File: config.mk
export PLATFORM = sky130hd
export DESIGN_NAME = directed_graph_cycle_check_unit
export DESIGN_NICKNAME = d
export VERILOG_FILES = /design/src/hw/rtl/dgcc_pkg.sv /design/src/hw/rtl/dgcc_stage.sv /design/src/hw/rtl/directed_graph_cycle_check_unit.sv
export SDC_FILE = /design/constraint.sdc
export NUM_CORES = 1
export LEC_CHECK = 0
export BUFFER_PORTS_ARGS = -buffer_cell sky130_fd_sc_hd__buf_4
export CORE_ASPECT_RATIO = 0.6
export CORE_MARGIN = 8
export CORE_UTILIZATION = 54
export CTS_CLUSTER_DIAMETER = 40
export DETAILED_ROUTE_END_ITERATION = 12
export PLACE_DENSITY = 0.75
export SYNTH_ARGS = -nofsm -noshare
export SYNTH_HDL_FRONTEND = slang
export SYNTH_SLANG_ARGS = --single-unit
export TNS_END_PERCENT = 50
File: constraint.sdc
create_clock -name clk -period 8.4 [get_ports clk]
set_input_delay 2.1 -clock clk [delete_from_list [all_inputs] [get_ports clk]]
set_output_delay 2.1 -clock clk [all_outputs]
set_load 0.1 [all_outputs]
File: src/hw/rtl/dgcc_pkg.sv
`timescale 1ns / 1ps
`default_nettype none

package dgcc_pkg;

  localparam int unsigned ADJ_W            = 64;
  localparam int unsigned CNT_W            = 4;
  localparam int unsigned ROW_STRIDE       = 8;
  localparam int unsigned SMALL_LIMIT      = 2;
  localparam int unsigned MAX_NODES_DEF    = 8;
  localparam int unsigned ROUNDS_PER_STAGE = 2;

endpackage

`default_nettype wire

File: src/hw/rtl/dgcc_stage.sv
`timescale 1ns / 1ps
`default_nettype none

module dgcc_stage #(
  parameter int unsigned MAX_NODES = dgcc_pkg::MAX_NODES_DEF,
  parameter int unsigned ROUNDS    = dgcc_pkg::ROUNDS_PER_STAGE
) (
  input  wire logic                      clk,
  input  wire logic                      rst_n,
  input  wire logic                      up_valid,
  output logic                           up_ready,
  input  wire logic [MAX_NODES-1:0]      up_alive,
  input  wire logic [dgcc_pkg::ADJ_W-1:0] up_adj,
  output logic                           dn_valid,
  input  wire logic                      dn_ready,
  output logic [MAX_NODES-1:0]           dn_alive,
  output logic [dgcc_pkg::ADJ_W-1:0]     dn_adj
);

  logic                       valid_r;
  logic                       valid_nxt;
  logic [MAX_NODES-1:0]       alive_r;
  logic [MAX_NODES-1:0]       alive_nxt;
  logic [dgcc_pkg::ADJ_W-1:0] adj_r;
  logic                       load;

  assign up_ready = !valid_r || dn_ready;
  assign load     = up_valid && up_ready;

  // each round drops every node with no edge into the remaining set
  always_comb begin
    logic [MAX_NODES-1:0] cur;
    logic [MAX_NODES-1:0] sink;
    cur = up_alive;
    for (int r = 0; r < ROUNDS; r++) begin
      for (int n = 0; n < MAX_NODES; n++) begin
        sink[n] = cur[n] &&
                  ((up_adj[n*dgcc_pkg::ROW_STRIDE +: MAX_NODES] & cur) == '0);
      end
      cur = cur & ~sink;
    end
    alive_nxt = cur;
  end

  always_comb begin
    valid_nxt = valid_r;
    if (up_ready) begin
      valid_nxt = up_valid;
    end
  end

  always_ff @(posedge clk) begin
    if (!rst_n) begin
      valid_r <= 1'b0;
    end else begin
      valid_r <= valid_nxt;
    end
  end

  always_ff @(posedge clk) begin
    if (load) begin
      alive_r <= alive_nxt;
      adj_r   <= up_adj;
    end
  end

  assign dn_valid = valid_r;
  assign dn_alive = alive_r;
  assign dn_adj   = adj_r;

endmodule

`default_nettype wire

File: src/hw/rtl/directed_graph_cycle_check_unit.sv
// Directed graph cycle check.
// Input channel: in_valid/in_ready with in_adjacency (bit row*8+col marks an
// edge row->col) and in_node_count. Result channel: out_valid/out_ready with
// out_acyclic, 1 when the first node_count nodes hold no directed cycle.
// A self-loop is a cycle if the count exceeds 2; a count of 2 or less always
// reports acyclic; a count above MAX_NODES is taken as MAX_NODES.
// The check peels off all sink nodes in parallel, two rounds per stage, in
// a chain of ceil(MAX_NODES/2) register stages (4 for eight nodes). While
// out_ready is high one transaction enters every cycle, so the throughput
// is one result per cycle.
// Each stage holds its own valid bit; when out_ready is low the stages fill
// up and in_ready drops once every stage is occupied. Nothing is lost or
// repeated across a stall.
// Reset (rst_n low, synchronous) empties the pipeline; data registers are not reset.
`timescale 1ns / 1ps
`default_nettype none

module directed_graph_cycle_check_unit #(
  parameter int unsigned MAX_NODES = dgcc_pkg::MAX_NODES_DEF
) (
  input  wire logic                       clk,
  input  wire logic                       rst_n,
  input  wire logic                       in_valid,
  output logic                            in_ready,
  input  wire logic [dgcc_pkg::ADJ_W-1:0] in_adjacency,
  input  wire logic [dgcc_pkg::CNT_W-1:0] in_node_count,
  output logic                            out_valid,
  input  wire logic                       out_ready,
  output logic                            out_acyclic
);

  localparam int unsigned NUM_STAGES =
    (MAX_NODES + dgcc_pkg::ROUNDS_PER_STAGE - 1) / dgcc_pkg::ROUNDS_PER_STAGE;

  logic                       valid_w [0:NUM_STAGES];
  logic                       ready_w [0:NUM_STAGES];
  logic [MAX_NODES-1:0]       alive_w [0:NUM_STAGES];
  logic [dgcc_pkg::ADJ_W-1:0] adj_w   [0:NUM_STAGES];

  logic [dgcc_pkg::CNT_W-1:0] cnt_sat;
  logic                       few_nodes;
  logic [MAX_NODES-1:0]       alive_init;

  assign few_nodes = in_node_count <= dgcc_pkg::CNT_W'(dgcc_pkg::SMALL_LIMIT);
  assign cnt_sat   = (in_node_count > dgcc_pkg::CNT_W'(MAX_NODES)) ?
                     dgcc_pkg::CNT_W'(MAX_NODES) : in_node_count;

  always_comb begin
    for (int n = 0; n < MAX_NODES; n++) begin
      alive_init[n] = !few_nodes && (dgcc_pkg::CNT_W'(n) < cnt_sat);
    end
  end

  assign alive_w[0] = alive_init;
  assign valid_w[0] = in_valid;
  assign adj_w[0]   = in_adjacency;
  assign in_ready   = ready_w[0];

  for (genvar s = 0; s < NUM_STAGES; s++) begin : g_stage
    dgcc_stage #(
      .MAX_NODES (MAX_NODES),
      .ROUNDS    (dgcc_pkg::ROUNDS_PER_STAGE)
    ) u_stage (
      .clk      (clk),
      .rst_n    (rst_n),
      .up_valid (valid_w[s]),
      .up_ready (ready_w[s]),
      .up_alive (alive_w[s]),
      .up_adj   (adj_w[s]),
      .dn_valid (valid_w[s+1]),
      .dn_ready (ready_w[s+1]),
      .dn_alive (alive_w[s+1]),
      .dn_adj   (adj_w[s+1])
    );
  end

  assign ready_w[NUM_STAGES] = out_ready;
  assign out_valid           = valid_w[NUM_STAGES];
  assign out_acyclic         = (alive_w[NUM_STAGES] == '0);

endmodule

`default_nettype wire
==> results.toml <==
[logic_synthesis]
seq_area_frac_synth_pct = 65.31
ys.flop_type = "edfxtp_1"
synthTopCellsByArea = "edfxtp_1 (65%), nand2_1 (5.7%), o21bai_1 (2.0%)"
yosys.area.top_type_share_pct = 64.55
syn_avg_cell_area_um2 = 12.36
syn_nets = 915
syn-cell-area_um2 = 10420
synth_warnings = 0
synth.distinct_cells = 66
synthArstFlopShare_pct = 0
postSynthCellCount = 843
yosys.area.top_type = "edfxtp_1"
synth-edff-count = 224
ys_seq_elements = 228

[routing]
first_pass_iters = 6
drc = 0
num_vias = 8131
via_per_inst = 6.908
drtIter0Drc = 1459
antenna_left = 0
wirelength_um = 32710
avgRoutedWirePerCell_um = 27.79

[clock_network]
root_buffer = "clkbuf_16"
clk_latency_ns = 0.53
cts-buffers-inserted = 26
htreeDepth = 1
ctsResizeCount = 0
cts_sinks = 228
clock_tree.buffer_depth = 3
clkTransAtPathRegs_ns = 0.06
cts_tree = "yes"
ctsHoldBuffers = 0
postCtsSetupBuffers = 0

[hold_path]
min_to = "g_stage[1].u_stage.dn_adj[20]$_DFFE_PP_"
hold_path_class = "reg -> reg"
hold_depth = 0
hp-start = "g_stage[0].u_stage.dn_adj[20]$_DFFE_PP_"

[critical_path]
worstSetupEndpointType = "primary output"
critPathMaxFanout = 5
crit_chain = "buf_4 -> nor2b_1 -> and3_1 -> nand2_1 -> buf_4"
cp-start-kind = "input port"
ff2ff_setup_slack_ns = 5.71
path_delay_family = "simple AND/OR/NAND/NOR gates"
arrival_ns = 3.24
ff2ff_path_depth = 5
crit_path_max_incr_delay_ns = 0.36
worst_ep_required_time_ns = 6.30
reg2reg_to = "g_stage[1].u_stage.dn_alive[5]$_DFFE_PP_"
cp_slowest_cell = "nor2b_1"
crit_top_cell = "buf_4"
worstReg2RegStart = "g_stage[0].u_stage.dn_alive[6]$_DFFE_PP_"
critPathBufInv = 2
critPathKind = "in -> out"

[final_layout]
drive_above_1_share_pct = 16.11
multiInputGateArea_um2 = 3298
antenna_cells = 0
synthToLayoutAreaGrowth_pct = 15.66
fill_cells = 1425
regArea_um2 = 6807
nets = 984

[timing]
tns_ns = 0
maxSlewHeadroom_pct = 30.93
setup_viol = 0
worstMarginPinSlew_ns = 1.036
fin_crit_ns = 5.342
rsz0062_at_grt = "false"
min_period_over_period_pct = 63.59
fin_worst_skew_ns = 0.01745
max_freq_mhz = 187.2
fin_ws_ns = 3.058
hold_violations = 0
slew_violations = 0

[global_route]
grt_max_degree = 73
antenna_found_initial = 0
grt_pass1_vias = 7787
grtUsageTotal_pct = 26.77
globalRouteOverflowTotal = 0
grt_pass1_wl_um = 48340

[floorplanning]
io_pins = 75
die_area_um2 = 24150
rows = 39
die_w_um = 195.3
die_h_um = 123.6
core-area_um2 = 18980
initial_core_util_pct = 54.90

[power_and_ir_drop]
powerDensity_nw_per_um2 = 226.4
ir_worst_vdd_mv = 0.1686
p_leak_nw = 4.283

[placed_design]
gp_congestion = 0.9659
io_buffer_count = 74
place_ws_ns = 3.058
dpl.hpwl_um = 25040

[outcome]
outcome = "finished, final reports clean"

[run]
max_cap_violations = 0
## registers in the layout (all words and copies together), names as in the netlist
signal,count
g_stage.u_stage.dn_alive,32
g_stage.u_stage.dn_adj,192
g_stage.u_stage.dn_valid,4
## per-stage QoR
step                      instance area [um^2]  hold slack, ns  cells  utilization, %  power, mW
after floorplan                          10420          0.4181    843               -      1.471
after global placement                   11160          0.4385   1130           58.79      1.570
after detailed placement                 11160          0.4361   1130           58.79      1.572
after CTS                                12050          0.4503   1177           63.50      2.719
after global routing                     12050          0.4598   1177           63.50      2.786
final                                    12050          0.4506   1177           63.50      2.729
## cells in the mapped netlist, drive strengths merged, types with 7 or more instances
cell     instances
o22ai           26
nand3           20
inv             45
a21oi           28
nand4           25
o311a           15
a211oi           9
nor2            33
o21bai          28
o21ai            9
o2111ai         15
and2            11
clkbuf          27
or2              7
nor3             8
a31oi           11
edfxtp         224
o221ai           9
o211ai          18
nand2          157
buf              9
## area by class of cell
cell class              count  share of cell area (%)
clock buffers              28                   5.637
clock inverters            19                   1.775
inverters                  45                   1.401
multi-input cells         534                   27.36
flip-flops and latches    228                   56.47
well taps                 246                   2.554
repair buffers             77                   4.796
## cells in the final DEF (no fill, tap or decap), types with 4 or more instances in the layout
cell / Yosys / routed
nand4_1: 25 / 25
dfxtp_1: 4 / 4
nor2_1: 33 / 33
or2_2: 7 / 7
o21bai_1: 28 / 28
a211oi_1: 8 / 8
inv_6: 0 / 4
o22ai_1: 26 / 26
a222oi_1: 6 / 6
a22oi_1: 6 / 6
o21ai_0: 9 / 9
nand3_1: 20 / 20
and3_1: 5 / 5
nand2_1: 157 / 157
o211ai_1: 18 / 18
o21a_1: 5 / 5
and2_1: 11 / 10
nor2b_1: 6 / 5
a221oi_1: 5 / 5
o2111ai_1: 15 / 15
o311a_1: 15 / 15
clkinv_2: 0 / 6
o31a_1: 4 / 4
a21oi_1: 24 / 24
a31oi_1: 11 / 11
nor3_1: 8 / 8
o22a_1: 5 / 5
or4_1: 5 / 5
o221ai_1: 9 / 9
clkbuf_16: 0 / 27
and4_1: 6 / 6
edfxtp_1: 224 / 224
nor4_1: 5 / 5
buf_4: 0 / 77
inv_1: 45 / 45
## power breakdown
part           internal, mW  switching (mW)
combinational        0.0772           0.131
sequential             1.30          0.0512
clock                 0.690           0.478
total                  2.07           0.660
## worst register-to-register path: stages (launching register included)
cell and delay [ns]:
edfxtp_1 0.65, nand2_1 0.17, nand4_1 0.49, or2_2 0.57, a222oi_1 0.36, a41oi_1 0.17
## metal layers
| metal | wire length (um) | track usage (%) | vias up |
|---|---|---|---|
| met1 | 14030 | 39.73 | 3883 |
| met4 | 576 | 6.695 | 2 |
| met3 | 5432 | 10.77 | 70 |
| met5 | 40 | 0.9747 | - |
| li1 | - | - | 3473 |
| met2 | 12640 | 35.67 | 703 |
## cell families after synthesis
group                  after synthesis  share of synthesized area (%)
AOI/OAI and AO/OA                  238                          18.21
buffers and inverters               81                          3.230
and+or+nand+nor                    296                          13.24
DFF                                228                          65.31
## worst max path at each step
stage / start / endpoint / depth (start not counted)
after floorplan: out_ready / g_stage[2].u_stage.dn_adj[0]$_DFFE_PP_ / 2
final: out_ready / in_ready / 5
after global placement: out_ready / in_ready / 5
after detailed placement: out_ready / in_ready / 5
after global routing: out_ready / in_ready / 5
after CTS: out_ready / in_ready / 5
Note: power is estimated with default switching activity, not from simulation.
